## src/rtl/irblt_pkg.sv

```systemverilog
`default_nettype none

package irblt_pkg;

    // Default number of emitter pins that the block drives.
    localparam int unsigned NUM_EMITTERS_DEFAULT = 8;

    // Fixed field widths.
    localparam int unsigned LEVELS_W = 8;
    localparam int unsigned EMIT_W   = 3;
    localparam int unsigned TICK_W   = 12;
    localparam int unsigned TOG_W    = 10;
    localparam int unsigned HALF_W   = 8;
    localparam int unsigned CFG_W    = 12;
    localparam int unsigned IDX_W    = 3;
    localparam int unsigned S_DATA_W = 16;
    localparam int unsigned M_DATA_W = 16;

    // Kind of an input beat, carried in s_tuser.
    localparam logic ACT_TICK  = 1'b0;
    localparam logic ACT_OFFER = 1'b1;

    // Configuration register indexes.
    typedef enum logic [IDX_W-1:0] {
        REG_CARRIER_HIGH = 3'd0,
        REG_CARRIER_LOW  = 3'd1,
        REG_TAIL_HIGH    = 3'd2,
        REG_SPACE        = 3'd3,
        REG_START_TOG    = 3'd4,
        REG_ONE_TOG      = 3'd5,
        REG_ZERO_TOG     = 3'd6,
        REG_ENABLES      = 3'd7
    } cfg_idx_t;

    // Waveform phases: start burst and data bit burst segments.
    typedef enum logic [2:0] {
        PH_IDLE     = 3'd0,
        PH_ST_CAR   = 3'd1,
        PH_ST_TAIL  = 3'd2,
        PH_ST_SPACE = 3'd3,
        PH_BT_CAR   = 3'd4,
        PH_BT_TAIL  = 3'd5,
        PH_BT_SPACE = 3'd6
    } phase_t;

    typedef struct packed {
        logic [HALF_W-1:0]   carrier_high_ticks;
        logic [HALF_W-1:0]   carrier_low_ticks;
        logic [HALF_W-1:0]   tail_high_ticks;
        logic [TICK_W-1:0]   space_ticks;
        logic [TOG_W-1:0]    start_toggles;
        logic [TOG_W-1:0]    one_toggles;
        logic [TOG_W-1:0]    zero_toggles;
        logic [LEVELS_W-1:0] enabled_emitters;
    } cfg_t;

    localparam cfg_t CFG_RESET = '{
        carrier_high_ticks: 8'd5,
        carrier_low_ticks:  8'd11,
        tail_high_ticks:    8'd6,
        space_ticks:        12'd639,
        start_toggles:      10'd262,
        one_toggles:        10'd131,
        zero_toggles:       10'd64,
        enabled_emitters:   8'h00
    };

    typedef struct packed {
        logic              action;
        logic [7:0]        data_byte;
        logic              with_start;
        logic [EMIT_W-1:0] emitter;
    } item_t;

    typedef struct packed {
        logic [LEVELS_W-1:0] emitter_levels;
        logic                busy_res;
        logic                accepted;
        logic                byte_done;
    } result_t;

endpackage

`default_nettype wire

```

## src/rtl/irblt_core.sv

```systemverilog
`default_nettype none

module irblt_core #(
    parameter int unsigned NUM_EMITTERS = irblt_pkg::NUM_EMITTERS_DEFAULT
) (
    input  wire logic              aclk,
    input  wire logic              aresetn,
    input  wire logic              item_valid,
    input  wire irblt_pkg::item_t  item,
    input  wire irblt_pkg::cfg_t   cfg,
    output irblt_pkg::result_t     result
);

    // Waveform state.
    irblt_pkg::phase_t                phase_reg, phase_next;
    logic                             level_reg, level_next;
    logic [irblt_pkg::TOG_W-1:0]      tog_reg, tog_next;
    logic [irblt_pkg::TICK_W-1:0]     tick_reg, tick_next;
    logic [2:0]                       bit_reg, bit_next;
    logic [7:0]                       shift_reg, shift_next;
    logic [irblt_pkg::EMIT_W-1:0]     em_reg, em_next;

    // Holding register for the next byte.
    logic                             hold_valid_reg, hold_valid_next;
    logic [7:0]                       hold_data_reg, hold_data_next;
    logic                             hold_ws_reg, hold_ws_next;
    logic [irblt_pkg::EMIT_W-1:0]     hold_em_reg, hold_em_next;

    // State after a possible load from the holding register.
    logic                             is_tick, is_offer, load;
    irblt_pkg::phase_t                ph_a;
    logic                             lvl_a;
    logic [irblt_pkg::TOG_W-1:0]      tog_a;
    logic [irblt_pkg::TICK_W-1:0]     tick_a;
    logic [2:0]                       bit_a;
    logic [7:0]                       shift_a;
    logic [irblt_pkg::EMIT_W-1:0]     em_a;

    logic                             busy, is_start, in_car, in_tail, in_space;
    logic [irblt_pkg::TICK_W-1:0]     tick_inc;
    logic [irblt_pkg::HALF_W-1:0]     dur, dur_eff;
    logic [irblt_pkg::TOG_W-1:0]      tog_inc, target, target_eff;
    logic                             car_flip, car_end, tail_end, space_end;
    logic                             to_space, to_after, last_bit;
    logic                             offer_ok, pin_level;

    assign is_tick  = item_valid && (item.action == irblt_pkg::ACT_TICK);
    assign is_offer = item_valid && (item.action == irblt_pkg::ACT_OFFER);
    assign load     = is_tick && (phase_reg == irblt_pkg::PH_IDLE) && hold_valid_reg;

    // An idle tick with a held byte starts that byte at once.
    always_comb begin
        if (load) begin
            ph_a    = hold_ws_reg ? irblt_pkg::PH_ST_CAR : irblt_pkg::PH_BT_CAR;
            lvl_a   = 1'b1;
            tog_a   = '0;
            tick_a  = '0;
            bit_a   = '0;
            shift_a = hold_data_reg;
            em_a    = hold_em_reg;
        end else begin
            ph_a    = phase_reg;
            lvl_a   = level_reg;
            tog_a   = tog_reg;
            tick_a  = tick_reg;
            bit_a   = bit_reg;
            shift_a = shift_reg;
            em_a    = em_reg;
        end
    end

    // Segment end detection.
    assign busy     = (ph_a != irblt_pkg::PH_IDLE);
    assign is_start = (ph_a == irblt_pkg::PH_ST_CAR) || (ph_a == irblt_pkg::PH_ST_TAIL)
                   || (ph_a == irblt_pkg::PH_ST_SPACE);
    assign in_car   = (ph_a == irblt_pkg::PH_ST_CAR) || (ph_a == irblt_pkg::PH_BT_CAR);
    assign in_tail  = (ph_a == irblt_pkg::PH_ST_TAIL) || (ph_a == irblt_pkg::PH_BT_TAIL);
    assign in_space = (ph_a == irblt_pkg::PH_ST_SPACE) || (ph_a == irblt_pkg::PH_BT_SPACE);

    assign tick_inc = tick_a + 1'b1;
    assign dur      = lvl_a ? cfg.carrier_high_ticks : cfg.carrier_low_ticks;
    assign dur_eff  = (dur == '0) ? irblt_pkg::HALF_W'(1) : dur;
    assign car_flip = in_car && (tick_inc >= {4'b0, dur_eff});

    assign tog_inc    = tog_a + 1'b1;
    assign target     = is_start ? cfg.start_toggles
                      : (shift_a[bit_a] ? cfg.one_toggles : cfg.zero_toggles);
    assign target_eff = (target == '0) ? irblt_pkg::TOG_W'(1) : target;
    assign car_end    = car_flip && (tog_inc >= target_eff);

    assign tail_end  = in_tail && (tick_inc >= {4'b0, cfg.tail_high_ticks});
    assign space_end = in_space && (tick_inc >= cfg.space_ticks);

    // Empty tail and space segments fall straight through.
    assign to_space = (car_end && (cfg.tail_high_ticks == '0)) || tail_end;
    assign to_after = (to_space && (cfg.space_ticks == '0)) || space_end;
    assign last_bit = !is_start && (bit_a == 3'd7);

    assign offer_ok = !hold_valid_reg && ({1'b0, item.emitter} < 4'(NUM_EMITTERS))
                   && cfg.enabled_emitters[item.emitter];

    // Next state.
    always_comb begin
        phase_next      = phase_reg;
        level_next      = level_reg;
        tog_next        = tog_reg;
        tick_next       = tick_reg;
        bit_next        = bit_reg;
        shift_next      = shift_reg;
        em_next         = em_reg;
        hold_valid_next = hold_valid_reg;
        hold_data_next  = hold_data_reg;
        hold_ws_next    = hold_ws_reg;
        hold_em_next    = hold_em_reg;

        if (is_offer && offer_ok) begin
            hold_valid_next = 1'b1;
            hold_data_next  = item.data_byte;
            hold_ws_next    = item.with_start;
            hold_em_next    = item.emitter;
        end

        if (is_tick) begin
            if (load) begin
                hold_valid_next = 1'b0;
            end
            phase_next = ph_a;
            level_next = lvl_a;
            tog_next   = tog_a;
            tick_next  = tick_a;
            bit_next   = bit_a;
            shift_next = shift_a;
            em_next    = em_a;

            if (busy) begin
                tick_next = tick_inc;
                if (car_flip) begin
                    tick_next  = '0;
                    level_next = ~lvl_a;
                    tog_next   = tog_inc;
                end
                if (car_end && (cfg.tail_high_ticks != '0)) begin
                    phase_next = is_start ? irblt_pkg::PH_ST_TAIL : irblt_pkg::PH_BT_TAIL;
                    tick_next  = '0;
                end
                if (to_space && (cfg.space_ticks != '0)) begin
                    phase_next = is_start ? irblt_pkg::PH_ST_SPACE : irblt_pkg::PH_BT_SPACE;
                    tick_next  = '0;
                end
                if (to_after) begin
                    tick_next = '0;
                    tog_next  = '0;
                    if (last_bit) begin
                        phase_next = irblt_pkg::PH_IDLE;
                        level_next = 1'b0;
                        bit_next   = '0;
                    end else begin
                        phase_next = irblt_pkg::PH_BT_CAR;
                        level_next = 1'b1;
                        bit_next   = is_start ? 3'd0 : bit_a + 3'd1;
                    end
                end
            end
        end
    end

    // Result of the beat.
    always_comb begin
        case (ph_a)
            irblt_pkg::PH_ST_CAR,
            irblt_pkg::PH_BT_CAR:   pin_level = lvl_a;
            irblt_pkg::PH_ST_TAIL,
            irblt_pkg::PH_BT_TAIL:  pin_level = 1'b1;
            default:                pin_level = 1'b0;
        endcase

        result.emitter_levels = '0;
        if (pin_level && ({1'b0, em_a} < 4'(NUM_EMITTERS))) begin
            result.emitter_levels = irblt_pkg::LEVELS_W'(1) << em_a;
        end
        result.busy_res  = busy;
        result.accepted  = is_offer && offer_ok;
        result.byte_done = is_tick && busy && to_after && last_bit;
    end

    // Control state with reset.
    always_ff @(posedge aclk) begin
        if (!aresetn) begin
            phase_reg      <= irblt_pkg::PH_IDLE;
            level_reg      <= 1'b0;
            tog_reg        <= '0;
            tick_reg       <= '0;
            bit_reg        <= '0;
            em_reg         <= '0;
            hold_valid_reg <= 1'b0;
        end else if (item_valid) begin
            phase_reg      <= phase_next;
            level_reg      <= level_next;
            tog_reg        <= tog_next;
            tick_reg       <= tick_next;
            bit_reg        <= bit_next;
            em_reg         <= em_next;
            hold_valid_reg <= hold_valid_next;
        end
    end

    // Byte payload.
    always_ff @(posedge aclk) begin
        if (item_valid) begin
            shift_reg     <= shift_next;
            hold_data_reg <= hold_data_next;
            hold_ws_reg   <= hold_ws_next;
            hold_em_reg   <= hold_em_next;
        end
    end

endmodule

`default_nettype wire

```

## src/rtl/ir_burst_length_byte_transmitter_unit.sv

```systemverilog
// IR burst-length byte transmitter. Each input beat is either a one
// microsecond tick (s_tuser = 0) or a byte offer (s_tuser = 1); every beat
// gives exactly one result beat with the emitter pin levels, the busy flag,
// whether the offer was taken and whether this tick finished a byte. The block
// takes one beat per clock cycle: the waveform state advances in a single
// registered step, and each result passes an output register backed by a
// one-beat skid stage, so s_tready drops only when two results wait unread.
// Registers are written through the cfg_* port, one index per register; the
// user writes them only while no beat is in flight, unenforced by the block.
`default_nettype none

module ir_burst_length_byte_transmitter_unit #(
    parameter int unsigned NUM_EMITTERS = irblt_pkg::NUM_EMITTERS_DEFAULT
) (
    input  wire logic                             aclk,
    input  wire logic                             aresetn,
    // Input beats.
    input  wire logic                             s_tvalid,
    output logic                                  s_tready,
    // s_tdata: data_byte [7:0], with_start [8], emitter [11:9], zero [15:12].
    input  wire logic [irblt_pkg::S_DATA_W-1:0]   s_tdata,
    // s_tuser: action [0].
    input  wire logic                             s_tuser,
    // Result beats.
    output logic                                  m_tvalid,
    input  wire logic                             m_tready,
    // m_tdata: emitter_levels [7:0], busy_res [8], accepted [9], byte_done [10].
    output logic [irblt_pkg::M_DATA_W-1:0]        m_tdata,
    // Register writes.
    input  wire logic                             cfg_valid,
    output logic                                  cfg_ready,
    input  wire logic [irblt_pkg::IDX_W-1:0]      cfg_index,
    input  wire logic [irblt_pkg::CFG_W-1:0]      cfg_data
);

    irblt_pkg::cfg_t    cfg_reg;
    irblt_pkg::item_t   item;
    irblt_pkg::result_t result;
    irblt_pkg::result_t out_reg, skid_reg;
    logic               out_valid_reg, skid_valid_reg;
    logic               s_accept, m_pop;

    assign cfg_ready = 1'b1;

    // Register file.
    always_ff @(posedge aclk) begin
        if (!aresetn) begin
            cfg_reg <= irblt_pkg::CFG_RESET;
        end else if (cfg_valid) begin
            case (irblt_pkg::cfg_idx_t'(cfg_index))
                irblt_pkg::REG_CARRIER_HIGH: cfg_reg.carrier_high_ticks <= cfg_data[7:0];
                irblt_pkg::REG_CARRIER_LOW:  cfg_reg.carrier_low_ticks  <= cfg_data[7:0];
                irblt_pkg::REG_TAIL_HIGH:    cfg_reg.tail_high_ticks    <= cfg_data[7:0];
                irblt_pkg::REG_SPACE:        cfg_reg.space_ticks        <= cfg_data;
                irblt_pkg::REG_START_TOG:    cfg_reg.start_toggles      <= cfg_data[9:0];
                irblt_pkg::REG_ONE_TOG:      cfg_reg.one_toggles        <= cfg_data[9:0];
                irblt_pkg::REG_ZERO_TOG:     cfg_reg.zero_toggles       <= cfg_data[9:0];
                irblt_pkg::REG_ENABLES:      cfg_reg.enabled_emitters   <= cfg_data[7:0];
                default: ;
            endcase
        end
    end

    // Unpack the input beat.
    assign item.action     = s_tuser;
    assign item.data_byte  = s_tdata[7:0];
    assign item.with_start = s_tdata[8];
    assign item.emitter    = s_tdata[11:9];

    assign s_tready = !skid_valid_reg;
    assign s_accept = s_tvalid && s_tready;
    assign m_pop    = out_valid_reg && m_tready;

    irblt_core #(
        .NUM_EMITTERS (NUM_EMITTERS)
    ) u_core (
        .aclk       (aclk),
        .aresetn    (aresetn),
        .item_valid (s_accept),
        .item       (item),
        .cfg        (cfg_reg),
        .result     (result)
    );

    // Output register and skid stage valid flags.
    always_ff @(posedge aclk) begin
        if (!aresetn) begin
            out_valid_reg  <= 1'b0;
            skid_valid_reg <= 1'b0;
        end else if (skid_valid_reg) begin
            if (m_pop) begin
                skid_valid_reg <= 1'b0;
            end
        end else if (s_accept) begin
            if (out_valid_reg && !m_pop) begin
                skid_valid_reg <= 1'b1;
            end else begin
                out_valid_reg <= 1'b1;
            end
        end else if (m_pop) begin
            out_valid_reg <= 1'b0;
        end
    end

    // Output register and skid stage payload.
    always_ff @(posedge aclk) begin
        if (skid_valid_reg) begin
            if (m_pop) begin
                out_reg <= skid_reg;
            end
        end else if (s_accept) begin
            if (out_valid_reg && !m_pop) begin
                skid_reg <= result;
            end else begin
                out_reg <= result;
            end
        end
    end

    assign m_tvalid = out_valid_reg;
    assign m_tdata  = {5'b0, out_reg.byte_done, out_reg.accepted, out_reg.busy_res,
                       out_reg.emitter_levels};

endmodule

`default_nettype wire

```

## config.mk

```make
export PLATFORM = sky130hd
export DESIGN_NAME = ir_burst_length_byte_transmitter_unit
export DESIGN_NICKNAME = d
export VERILOG_FILES = /design/src/rtl/irblt_pkg.sv /design/src/rtl/irblt_core.sv /design/src/rtl/ir_burst_length_byte_transmitter_unit.sv
export SDC_FILE = /design/constraint.sdc
export NUM_CORES = 1
export LEC_CHECK = 0
export BUFFER_PORTS_ARGS = -buffer_cell sky130_fd_sc_hd__buf_2
export CORE_MARGIN = 1.5
export CORE_UTILIZATION = 46
export CTS_CLUSTER_SIZE = 8
export DETAILED_ROUTE_END_ITERATION = 7
export PLACE_DENSITY_LB_ADDON = 0.3
export SETUP_SLACK_MARGIN = 0.5
export SLEW_MARGIN = 20
export SYNTH_ARGS = -nofsm -noshare
export SYNTH_HDL_FRONTEND = slang
export SYNTH_SLANG_ARGS = --single-unit
```

## constraint.sdc

```tcl
create_clock -name aclk -period 7.2 [get_ports aclk]
set_input_delay 1.8 -clock aclk [delete_from_list [all_inputs] [get_ports aclk]]
set_output_delay 1.8 -clock aclk [all_outputs]
set_load 0.05 [all_outputs]
```

### Yosys cells after proc, flatten, opt, wreduce, memory -nomap -nowiden

Cells that the tools add are included.

| storage, ports and cells | value |
|---|---|
| input bits | 37 |
| register bits after elaboration | 151 |
| logic and storage cells | 173 |

| cells by class | value |
|---|---|
| add/sub/neg operators | 3 |
| multiplexer cells | 56 |
| bitwise operators | 3 |
| equal/unequal tests | 17 |
| order comparisons | 6 |
| reductions and logical operators | 58 |
| shifts and indexed selects | 1 |

Operators by type and width:

| kind | count |
|---|---|
| 2-to-1 mux 12 bit | 6 |
| 2-to-1 mux 10 bit | 7 |
| 2-to-1 mux 3 bit | 15 |
| 2-to-1 mux 11 bit | 4 |
| 2-to-1 mux 8 bit | 4 |
| == test 3 bit, second input constant | 8 |
| >= comparator 12 x 8 -> 1 bit | 2 |
| logical AND 1 bit | 21 |
| AND reduction 2 bit | 10 |
| 2-to-1 mux 1 bit | 17 |
| logical NOT 8 bit | 2 |
| adder 12 x 1 -> 12 bit, second input constant | 1 |
| == test 3 x 2 -> 1 bit, second input constant | 4 |
| >= comparator 12 bit | 1 |
| logical NOT 12 bit | 1 |
| nonzero test 12 bit | 1 |
| adder 10 x 1 -> 10 bit, second input constant | 1 |
| >= comparator 10 bit | 1 |
| logical NOT 10 bit | 1 |
| AND reduction 3 bit | 3 |
| less-than comparator 3 x 4 -> 1 bit, second input constant | 2 |
| nonzero test 8 bit | 1 |
| << shifter 1 x 3 -> 8 bit, first input constant | 1 |
| logical OR 1 bit | 7 |
| 12 further kinds | 23 |

### Longest topological paths before layout

Gate-level depths: netlist (run 1).

| logic depth | value |
|---|---|
| word-level depth | 23 |
| depth in mapped cells | 28 |
| gate-level depth less buffers | 21 |

### Hierarchy

From an unflattened synthesis (run 1), not the netlist that was laid out.

| second synthesis, totals | value |
|---|---|
| cells, all modules | 891 |
| area total of the unflattened synthesis | 8092.8 um2 |

By module, submodules not included:

| module | instances | seq. area each (um2) | area each (um2) | cells each |
|---|---|---|---|---|
| irblt_core | 1 | 1261.2 | 4526.8 | 554 |
| ir_burst_length_byte_transmitter_unit | 1 | 2182.1 | 3565.9 | 337 |

### Least setup slack after synthesis (run 1)

No wires, ideal clock.

| timing | value |
|---|---|
| kind | in2reg |
| from | input s_tvalid |
| to | register u_core.bit_reg[0] |
| library setup time | 0.069 ns |
| arrival time | 6.188 ns |
| stages | 23 |
| data required time | 7.131 ns |
| path slack | 0.943 ns |
| path buffers | 5 |
| cell sequence | nand2_4 -> or2_1 -> buf_6 -> clkinv_2 -> buf_4 -> nand3_2 -> clkbuf_1 -> clkbuf_1 -> clkbuf_1 -> and2_1 -> ha_1 -> inv_1 -> or3_1 -> a21oi_1 -> ha_1 -> o22a_1 -> nand4_1 -> o31ai_1 -> a21oi_4 -> nor4b_4 -> nor3_4 -> or4_1 -> o21ai_1 |

| between the ends | value |
|---|---|
| longest elaborated chain between the ends | 19 |

Ends and longest elaborated chain:

| what | RTL line | source |
|---|---|---|
| start: declaration | ir_burst_length_byte_transmitter_unit.sv:18 | `input wire logic s_tvalid,` |
| logical AND 1 bit * | ir_burst_length_byte_transmitter_unit.sv:71 | `assign s_accept = s_tvalid && s_tready;` |
| logical AND 1 bit | irblt_core.sv:47 | `assign is_tick = item_valid && (item.action == irblt_pkg::ACT_TICK);` |
| logical AND 1 bit (2 in series) | irblt_core.sv:49 | `assign load = is_tick && (phase_reg == irblt_pkg::PH_IDLE) && hold_valid_reg;` |
| 2-to-1 mux 8 bit or 2-to-1 mux 3 bit (tied branches) | irblt_core.sv:53 | `if (load) begin` |
| binary-select mux 1 bit (select 3 bit), or another cell as far along | irblt_core.sv:87 | `: (shift_a[bit_a] ? cfg.one_toggles : cfg.zero_toggles);` |
| 2-to-1 mux 1 bit (implied by the code) or logical OR 1 bit (tied branches) | irblt_core.sv:87, irblt_core.sv:74 |  |
| 2-to-1 mux 10 bit or logical OR 1 bit (tied branches) | irblt_core.sv:87, irblt_core.sv:75 |  |
| 2-to-1 mux 10 bit | irblt_core.sv:86 | `assign target = is_start ? cfg.start_toggles` |
| [2 not listed] | n/a |  |
| >= comparator 10 bit | irblt_core.sv:89 | `assign car_end = car_flip && (tog_inc >= target_eff);` |
| logical AND 1 bit | irblt_core.sv:89 |  |
| logical AND 1 bit | irblt_core.sv:95 | `assign to_space = (car_end && (cfg.tail_high_ticks == '0)) \|\| tail_end;` |
| logical OR 1 bit | irblt_core.sv:95 |  |
| logical AND 1 bit | irblt_core.sv:96 | `assign to_after = (to_space && (cfg.space_ticks == '0)) \|\| space_end;` |
| logical OR 1 bit | irblt_core.sv:96 |  |
| 2-to-1 mux 3 bit | irblt_core.sv:150 | `if (to_after) begin` |
| 2-to-1 mux 3 bit | irblt_core.sv:135 | `if (busy) begin` |
| end signal: assignment | irblt_core.sv:201 | `bit_reg <= bit_next;` |
| end: declaration | irblt_core.sv:19 | `logic [2:0] bit_reg, bit_next;` |

Mark *: on every way between the ends. The rest lies on a longest branch, timed or not. The select of a mux whose other input is x is not followed.
A chain may end at the register's enable or synchronous reset.

### Worst setup path in the final report (run 1)

| timing | value |
|---|---|
| from | input s_tvalid |
| to | register u_core.tog_reg[8] (netlist name) |

| between the ends | value |
|---|---|
| longest elaborated chain between the ends | 19 |

Ends and longest elaborated chain:

| what | RTL line | source |
|---|---|---|
| logical AND 1 bit * | ir_burst_length_byte_transmitter_unit.sv:71 |  |
| logical AND 1 bit | irblt_core.sv:47 |  |
| logical AND 1 bit (2 in series) | irblt_core.sv:49 |  |
| 2-to-1 mux 8 bit or 2-to-1 mux 3 bit (tied branches) | irblt_core.sv:53 |  |
| binary-select mux 1 bit (select 3 bit), or another cell as far along | irblt_core.sv:87 |  |
| 2-to-1 mux 1 bit (implied by the code) or logical OR 1 bit (tied branches) | irblt_core.sv:87, irblt_core.sv:74 |  |
| 2-to-1 mux 10 bit or logical OR 1 bit (tied branches) | irblt_core.sv:87, irblt_core.sv:75 |  |
| 2-to-1 mux 10 bit | irblt_core.sv:86 |  |
| [2 not listed] | n/a |  |
| >= comparator 10 bit | irblt_core.sv:89 |  |
| logical AND 1 bit | irblt_core.sv:89 |  |
| logical AND 1 bit | irblt_core.sv:95 |  |
| logical OR 1 bit | irblt_core.sv:95 |  |
| logical AND 1 bit | irblt_core.sv:96 |  |
| logical OR 1 bit | irblt_core.sv:96 |  |
| 2-to-1 mux 10 bit | irblt_core.sv:150 |  |
| 2-to-1 mux 10 bit | irblt_core.sv:135 |  |
| end signal: assignment | irblt_core.sv:199 | `tog_reg <= tog_next;` |
| end: declaration | irblt_core.sv:17 | `logic [irblt_pkg::TOG_W-1:0] tog_reg, tog_next;` |

Marks and branches as above.

==> results of run 1 <==
-- final timing paths --
path                       start           endpoint  slack, ns  cells past startpoint
setup / recovery        s_tvalid  u_core.tog_reg[8]       0.85                     19
hold / removal       cfg_reg[34]        cfg_reg[34]       0.45                      2
setup reg to reg  skid_valid_reg  u_core.tog_reg[8]       1.64                     20
hold reg to reg      cfg_reg[34]        cfg_reg[34]       0.45                      2
-- cells in the mapped netlist (5+ instances only) --
cell type / n / area [um2]
a21o_1: 6 / 45.0
ha_1: 42 / 526
a22oi_1: 13 / 97.6
xor2_1: 9 / 78.8
o21ai_0: 16 / 80.1
o21a_1: 7 / 52.6
nor2_1: 62 / 233
nand3_1: 41 / 205
o211ai_1: 16 / 120
buf_4: 7 / 52.6
nor4_1: 15 / 93.8
and2_1: 11 / 68.8
nand2b_1: 10 / 62.6
buf_1: 6 / 22.5
nand4_1: 5 / 31.3
nand2_1: 212 / 796
clkbuf_1: 33 / 124
and3_1: 5 / 31.3
dfxtp_1: 109 / 2180
a21oi_1: 76 / 380
edfxtp_1: 42 / 1260
mux2i_1: 22 / 220
a31oi_1: 5 / 31.3
a211oi_1: 10 / 75.1
nor2b_1: 8 / 50.1
and4_1: 5 / 43.8
nor3_1: 16 / 80.1
xnor2_1: 10 / 87.6
mux2_2: 10 / 113
inv_1: 27 / 101
-- logic make-up after synthesis --
kind of cell | share of synthesized area (%)
other cells | 0.0933
mux | 5.25
simple gates | 23.3
buf+inv | 4.91
flops | 42.8
compound gates | 15.0
fa+ha+maj | 6.65
xor+xnor | 2.07
-- cell type report --
class | instances | share of cell area (%)
clock buffer | 22 | 5.39
multi-input combinational | 697 | 46.9
inverter | 30 | 1.34
timing repair buffer | 60 | 3.88
sequential | 151 | 38.1
clock inverter | 10 | 1.19
tap | 225 | 3.12
-- what timing repair did --
item,in CTS,in global routing
hold buffers,0,0
setup endpoints to repair,0,17
buffers inserted,0,3
resized for setup,0,1
-- power by group through the flow --
stage | clock (mW) | sequential (mW) | combinational (mW)
floorplan | 0 | 0.933 | 0.0785
global placement | 0 | 0.919 | 0.123
detailed placement | 0 | 0.920 | 0.124
CTS | 0.908 | 0.901 | 0.125
global route | 0.941 | 0.903 | 0.137
finish | 0.896 | 0.901 | 0.126
-- metrics by stage --
stage	setup slack, ns	power (mW)
6_report	0.851	1.92
5_1_grt	0.561	1.98
4_1_cts	0.710	1.93
3_5_place_dp	0.278	1.04
3_3_place_gp	0.358	1.04
2_1_floorplan	0.943	1.01
-- layer usage --
metal	GRT usage, %	part of all wire, %
met1	29.8	49
met4	7.77	1.6
met3	3.82	3.7
met2	33.6	46
met5	0	0
-- critical path, delay by kind of cell --
kind            cells  cell delay [ns]
simple gates        7             1.85
fa+ha+maj           1             0.21
compound gates      7             1.83
buf+inv             2             0.34
mux                 2             0.65
==> results.json, run 1 <==
{
  "status": "finished clean",
  "drive_above_1_share_pct": 12.0,
  "utilization_pct": 52.6,
  "synth-edff-count": 42,
  "worstPathMaxFanout": 19,
  "synth_seq_cells": 151,
  "p_int_mw": 1.45,
  "initial_utilization_pct": 46.9,
  "final_cell_mix": "nand2_1, dfxtp_1, a21oi_1",
  "die_x_um": 135,
  "numClockSinks": 151,
  "grt_pass1_vias": 5952,
  "criticalPathCategory": "in2reg",
  "io_pins": 56,
  "synth.avg_cell_area_um2": 8.66,
  "worst_hold_path_type": "reg2reg",
  "final_common_cell": "nand2_1",
  "place_area_mm2": 0.00839,
  "cts_tree": "yes",
  "cts.path.max_buffers": 2,
  "syn_area_mm2": 0.00805,
  "register_area_mm2": 0.00344,
  "ctsHtreeMaxLevel": 4,
  "power.leakage_nw": 3.64,
  "place_congestion": 0.860,
  "clk-insertion-delay-late_ns": 0.43,
  "dieArea_mm2": 0.0183,
  "grt_start_max_net_pins": 57,
  "combinationalPowerShare_pct": 6.6,
  "ys_seq_area_share_pct": 42.8,
  "cts_buffers": 17,
  "synth_cell_type_count": 73,
  "hold_ws_ns": 0.450,
  "syn_to_final_growth_pct": 12.2,
  "crit_required_ns": 7.56,
  "path_cells": "buf_2 > nand2_4 > or2_1 > clkinv_2 > and3_1 > o21a_1 > mux2_2 > mux2i_1 > and4bb_1 > a41o_1 > ha_1 > nand2b_1 > a31oi_1 > o21ai_0 > a221oi_1 > nor4b_4 > nor4_1 > a22o_1 > a32o_1",
  "die_h_um": 135,
  "cp_data_arrival_time_ns": 6.71,
  "tightest_slew_ns": 0.839,
  "netSwitchingPower_uw": 471,
  "cap_violations": 0,
  "endpoint_kind": "register",
  "clockPowerShare_pct": 46.6,
  "final_area_mm2": 0.00903,
  "via_count": 6657,
  "fill_cells": 1638,
  "hold_viol_final": 0,
  "multi_input_area_mm2": 0.00424,
  "layoutNonFillerInstCount": 1195,
  "p_per_area_mw_per_mm2": 213,
  "ant_nets": 0,
  "rsz0062_at_grt": "no",
  "setup_viol": 0,
  "root_buffer": "clkbuf_16",
  "antenna_found_initial": 0,
  "num_antenna_cells": 0,
  "track_usage_pct": 21.5,
  "period_needed_ns": 6.35,
  "slew_headroom_pct": 43.8,
  "drc": 0,
  "overflow": 0,
  "startpoint_type": "input pin",
  "largest_reg_flops": 74,
  "min_period_over_period_pct": 88.2,
  "async_reset_ff_share_pct": 0,
  "netlist_instances": 930,
  "rows": 48,
  "numPlacedInstances": 1159,
  "dpl.hpwl_um": 13400,
  "clk_pin_slew_ns": 0.06,
  "swShare_pct": 24.5,
  "via_per_inst": 5.57,
  "grt_pass1_wl_um": 30600,
  "finalMaxSlewViolations": 0,
  "ys_warn_count": 0,
  "core-area_mm2": 0.0172,
  "fin_skew_ns": 0.00996,
  "drtIter0Drc": 535,
  "vdd_drop_max_mv": 0.177,
  "cp_slowest_stage_delay_ns": 0.59,
  "portBuffers": 45,
  "cp_slowest_cell": "nor4_1",
  "nets": 1036,
  "fmax_mhz": 158,
  "wl_um": 19200,
  "setup_tns_ns": 0,
  "wire_per_inst_um": 16.1,
  "dr.pass1.iters": 5,
  "ys.flop_type": "dfxtp_1",
  "power_frac_seq_pct": 46.9
}
Power figures use the tool's default switching activity.
==> run 2, diff against run 1 <==
Settings changed: CORE_MARGIN 1.5 to not set, CORE_UTILIZATION 46 to 58.
==> run 2 against run 1 <==
Against the previous run: sequential share of layout area increased by 0.36 points; worst hold slack improved by 0.0044 ns; power increased by 1.8%; critical path depth increased by 1; critical path type unchanged.
==> results.json, run 2 (same netlist as run 1, synthesis figures left out) <==
{
  "vdd_drop_max_mv": 0.164,
  "fmax_mhz": 159,
  "antenna_found_initial": 0,
  "drtIter0Drc": 485,
  "die_h_um": 120,
  "final_cell_mix": "nand2_1, dfxtp_1, a21oi_1",
  "fin_skew_ns": 0.00803,
  "startpoint_type": "input pin",
  "cts-resized-gates": 0,
  "wl_um": 19000,
  "holdPathStages": 2,
  "grt_start_max_net_pins": 71,
  "power_mw": 1.96,
  "holdBufCountCts": 0,
  "rsz0062_at_grt": "no",
  "drive_above_1_share_pct": 11.9,
  "final_common_cell": "nand2_1",
  "via_count": 6749,
  "ant_nets": 0,
  "dr.pass1.iters": 5,
  "drc": 0,
  "via_per_inst": 5.91,
  "dpl.hpwl_um": 13100,
  "numClockSinks": 151,
  "core-area_mm2": 0.0134,
  "portBuffers": 45,
  "cts.path.max_buffers": 2,
  "grt_pass1_wl_um": 31200,
  "initial_utilization_pct": 60.1,
  "period_needed_ns": 6.28,
  "largest_reg_flops": 74,
  "crit_required_ns": 7.52,
  "wire_per_inst_um": 16.6,
  "fill_cells": 1089,
  "worst_hold_path_type": "reg2reg",
  "place_congestion": 0.871,
  "setup_tns_ns": 0,
  "hold_viol_final": 0,
  "clk-insertion-delay-late_ns": 0.43,
  "power.leakage_nw": 3.62,
  "finalMaxSlewViolations": 0,
  "cts_tree": "yes",
  "num_antenna_cells": 0,
  "ctsHtreeMaxLevel": 4,
  "r2r_cells": 16,
  "io_pins": 56,
  "die_x_um": 120,
  "clk_pin_slew_ns": 0.06,
  "overflow": 0,
  "rows": 42,
  "nets": 1032,
  "syn_to_final_growth_pct": 11.1,
  "worstPathMaxFanout": 19,
  "grt_pass1_vias": 6359,
  "tightest_slew_ns": 1.14,
  "cap_violations": 0,
  "endpoint_kind": "register",
  "cp_data_arrival_time_ns": 6.60,
  "p_per_area_mw_per_mm2": 219,
  "min_period_over_period_pct": 87.2,
  "cts_setup_buffers": 0,
  "setup_viol": 0,
  "dieArea_mm2": 0.0144,
  "criticalPathCategory": "in2reg",
  "root_buffer": "clkbuf_16",
  "cts_buffers": 17,
  "track_usage_pct": 27.9,
  "status": "finished clean",
  "slew_headroom_pct": 23.6
}
[run 2: stage by stage]
stage	worst slack, ns	utilization (%)	hold WS, ns	std cells	area [um2]
after CTS	0.970	66.7	0.452	1142	8940
after detailed placement	0.567	62.1	0.443	1110	8330
after floorplan	0.943	-	0.432	934	8070
after global placement	0.621	62.1	0.438	1110	8330
after global routing	0.572	66.8	0.478	1142	8950
final	0.922	66.8	0.454	1142	8950
[run 2: path summary, 6_finish.rpt]
kind,endpoint,slack (ns),startpoint
worst max-delay path,u_core.phase_reg[2],0.92,s_tvalid
worst min-delay path,cfg_reg[60],0.45,cfg_reg[60]
worst min register to register,cfg_reg[60],0.45,cfg_reg[60]
worst max register to register,u_core.phase_reg[2],1.64,u_core.bit_reg[1]
[run 2: final cells by class]
| type | count | area, um2 | share of cell area (%) |
|---|---|---|---|
| clock buffers | 17 | 425 | 4.76 |
| clock inverters | 15 | 189 | 2.11 |
| inverters | 30 | 121 | 1.36 |
| multi-input cells | 697 | 4240 | 47.4 |
| flip-flops and latches | 151 | 3440 | 38.5 |
| well taps | 176 | 220 | 2.46 |
| repair buffers | 56 | 308 | 3.44 |
[run 2: power by group]
part	internal, mW	leakage (nW)	switching [mW]	total, mW
clock network	0.553	0.297	0.378	0.932
logic	0.0352	2.03	0.0900	0.125
registers	0.891	1.29	0.0101	0.901
[run 2: metal layers]
layer | routed length [um] | track usage (%)
met5 | 0 | 0
met4 | 409 | 10.2
met3 | 1030 | 4.66
met2 | 8870 | 45.1
met1 | 8680 | 37.7
[run 2: critical path, stage by stage]
cell and delay [ns]:
buf_2 0.12, nand2_4 0.09, or2_1 0.14, clkinv_2 0.26, and3_1 0.33, nand2_2 0.10, o21a_1 0.37, mux2_2 0.39
mux2i_1 0.31, and4bb_1 0.24, a41o_1 0.19, ha_1 0.22, nand2b_1 0.14, a31oi_1 0.15, o21ai_0 0.11, a221oi_1 0.53
nor4b_4 0.11, nor3_4 0.47, nor3_1 0.18, a2111oi_1 0.33
==> run 3, diff against run 2 <==
Settings changed: RECOVER_POWER set to 25.
==> run 3 against run 2 <==
Against the previous run: the flow now finishes with violations (capacitance limit, slew limit); sequential share of layout area rose by 0.092 points; via count hardly changed; combinational power barely moved; worst hold slack is essentially flat; flip-flop and latch count unchanged; worst setup slack got worse by 0.12 ns; routed wire length decreased by 0.14%; clock skew about the same; die area is the same; register-to-register slack worse by 0.10 ns; core utilization shrank 0.16 points; critical path type unchanged; largest power group unchanged.
==> results.json, run 3 (same netlist as run 1, synthesis figures left out) <==
{
  "status": "finished with violations",
  "violations": "capacitance limit, slew limit",
  "nets": 1032,
  "rows": 42,
  "setup_viol": 0,
  "cp_data_arrival_time_ns": 6.71,
  "grt_start_max_net_pins": 71,
  "via_per_inst": 5.91,
  "min_period_over_period_pct": 88.9,
  "initial_utilization_pct": 60.1,
  "endpoint_kind": "register",
  "fin_skew_ns": 0.00799,
  "cap_violations": 1,
  "hold_viol_final": 0,
  "wire_per_inst_um": 16.6,
  "grt_pass1_wl_um": 31200,
  "cts_buffers": 17,
  "root_buffer": "clkbuf_16",
  "die_x_um": 120,
  "drive_above_1_share_pct": 11.0,
  "fin_ws_ns": 0.802,
  "cp_slowest_cell": "a221oi_1",
  "die_h_um": 120,
  "pre_cts_slack_ns": 0.567,
  "largest_reg_flops": 74,
  "path_cells": "buf_2 > nand2_1 > or2_0 > clkinv_2 > and3_1 > nand2_2 > o21a_1 > mux2_2 > mux2i_1 > and4bb_1 > a41o_1 > ha_1 > nand2b_1 > a31oi_1 > o21ai_0 > a221oi_1 > nor4b_4 > nor3_4 > nor3_1 > a2111oi_1",
  "drc": 0,
  "register_area_mm2": 0.00344,
  "overflow": 0,
  "place_congestion": 0.871,
  "startpoint_type": "input pin",
  "clk_pin_slew_ns": 0.06,
  "cts-resized-gates": 0,
  "slew_headroom_pct": -7.56,
  "period_needed_ns": 6.40,
  "ctsHtreeMaxLevel": 4,
  "final_cell_mix": "nand2_1, dfxtp_1, a21oi_1",
  "criticalPathCategory": "in2reg",
  "tightest_slew_ns": 1.61,
  "fill_cells": 1095,
  "numClockSinks": 151,
  "cts_tree": "yes",
  "wl_um": 19000,
  "track_usage_pct": 27.9,
  "worst_hold_path_type": "reg2reg",
  "via_count": 6751,
  "cts.path.max_buffers": 2,
  "final_common_cell": "nand2_1",
  "ant_nets": 0,
  "multi_input_area_mm2": 0.00423,
  "final_area_mm2": 0.00892,
  "setup_tns_ns": 0,
  "antenna_found_initial": 0,
  "crit_required_ns": 7.51,
  "cts_setup_buffers": 0,
  "rsz0062_at_grt": "no",
  "r2r_slack_ns": 1.54,
  "holdBufCountCts": 0,
  "p_per_area_mw_per_mm2": 219,
  "place_area_mm2": 0.00833,
  "worstPathMaxFanout": 19,
  "num_antenna_cells": 0,
  "io_pins": 56,
  "syn_to_final_growth_pct": 10.8,
  "dr.pass1.iters": 5,
  "power.leakage_nw": 3.60,
  "vdd_drop_max_mv": 0.164,
  "dieArea_mm2": 0.0144,
  "cp_slowest_stage_delay_ns": 0.53,
  "power_mw": 1.96,
  "portBuffers": 45,
  "drtIter0Drc": 512,
  "core-area_mm2": 0.0134,
  "finalMaxSlewViolations": 32,
  "grt_pass1_vias": 6359,
  "dpl.hpwl_um": 13100,
  "clk-insertion-delay-late_ns": 0.43,
  "fmax_mhz": 156
}
[run 3: area by class of cell]
cell class / count / area share (%)
Multi-Input combinational cell: 697 / 47.4
Inverter: 30 / 1.36
Tap cell: 176 / 2.47
Timing Repair Buffer: 56 / 3.29
Clock inverter: 15 / 2.12
Clock buffer: 17 / 4.77
Sequential cell: 151 / 38.6
[run 3: path summary, 6_finish.rpt]
| check | start | end | cells past startpoint |
|---|---|---|---|
| worst max-delay path | s_tvalid | u_core.phase_reg[2] | 20 |
| worst min-delay path | cfg_reg[60] | cfg_reg[60] | 2 |
| worst max register to register | skid_valid_reg | u_core.phase_reg[2] | 20 |
| worst min register to register | cfg_reg[60] | cfg_reg[60] | 2 |
[run 3: worst max-delay path, delay by kind of cell]
family,cells,cell delay (ns)
fa+ha+maj,1,0.22
simple gates,9,1.93
buf+inv,2,0.38
compound gates,6,1.69
mux,2,0.67
[run 3: layer usage]
layer	wire length [um]	global-route usage, %	part of all wire, %	vias up
met4	376	10.2	2.0	0
met5	0	0	0	-
met2	8870	45.1	47	197
met1	8680	37.7	46	3187
li1	-	-	-	3333
met3	1040	4.66	5.5	34
[run 3: through the flow]
stage	hold WS, ns	instances	utilization, %
after floorplan	0.432	934	-
after global placement	0.438	1110	62.1
after detailed placement	0.443	1110	62.1
after CTS	0.452	1142	66.7
after global routing	0.478	1142	66.6
final	0.454	1142	66.6
[run 3: power breakdown]
| group | total, mW | internal [mW] | switching (mW) |
|---|---|---|---|
| logic | 0.124 | 0.0343 | 0.0894 |
| clock network | 0.931 | 0.554 | 0.377 |
| registers | 0.901 | 0.891 | 0.0102 |
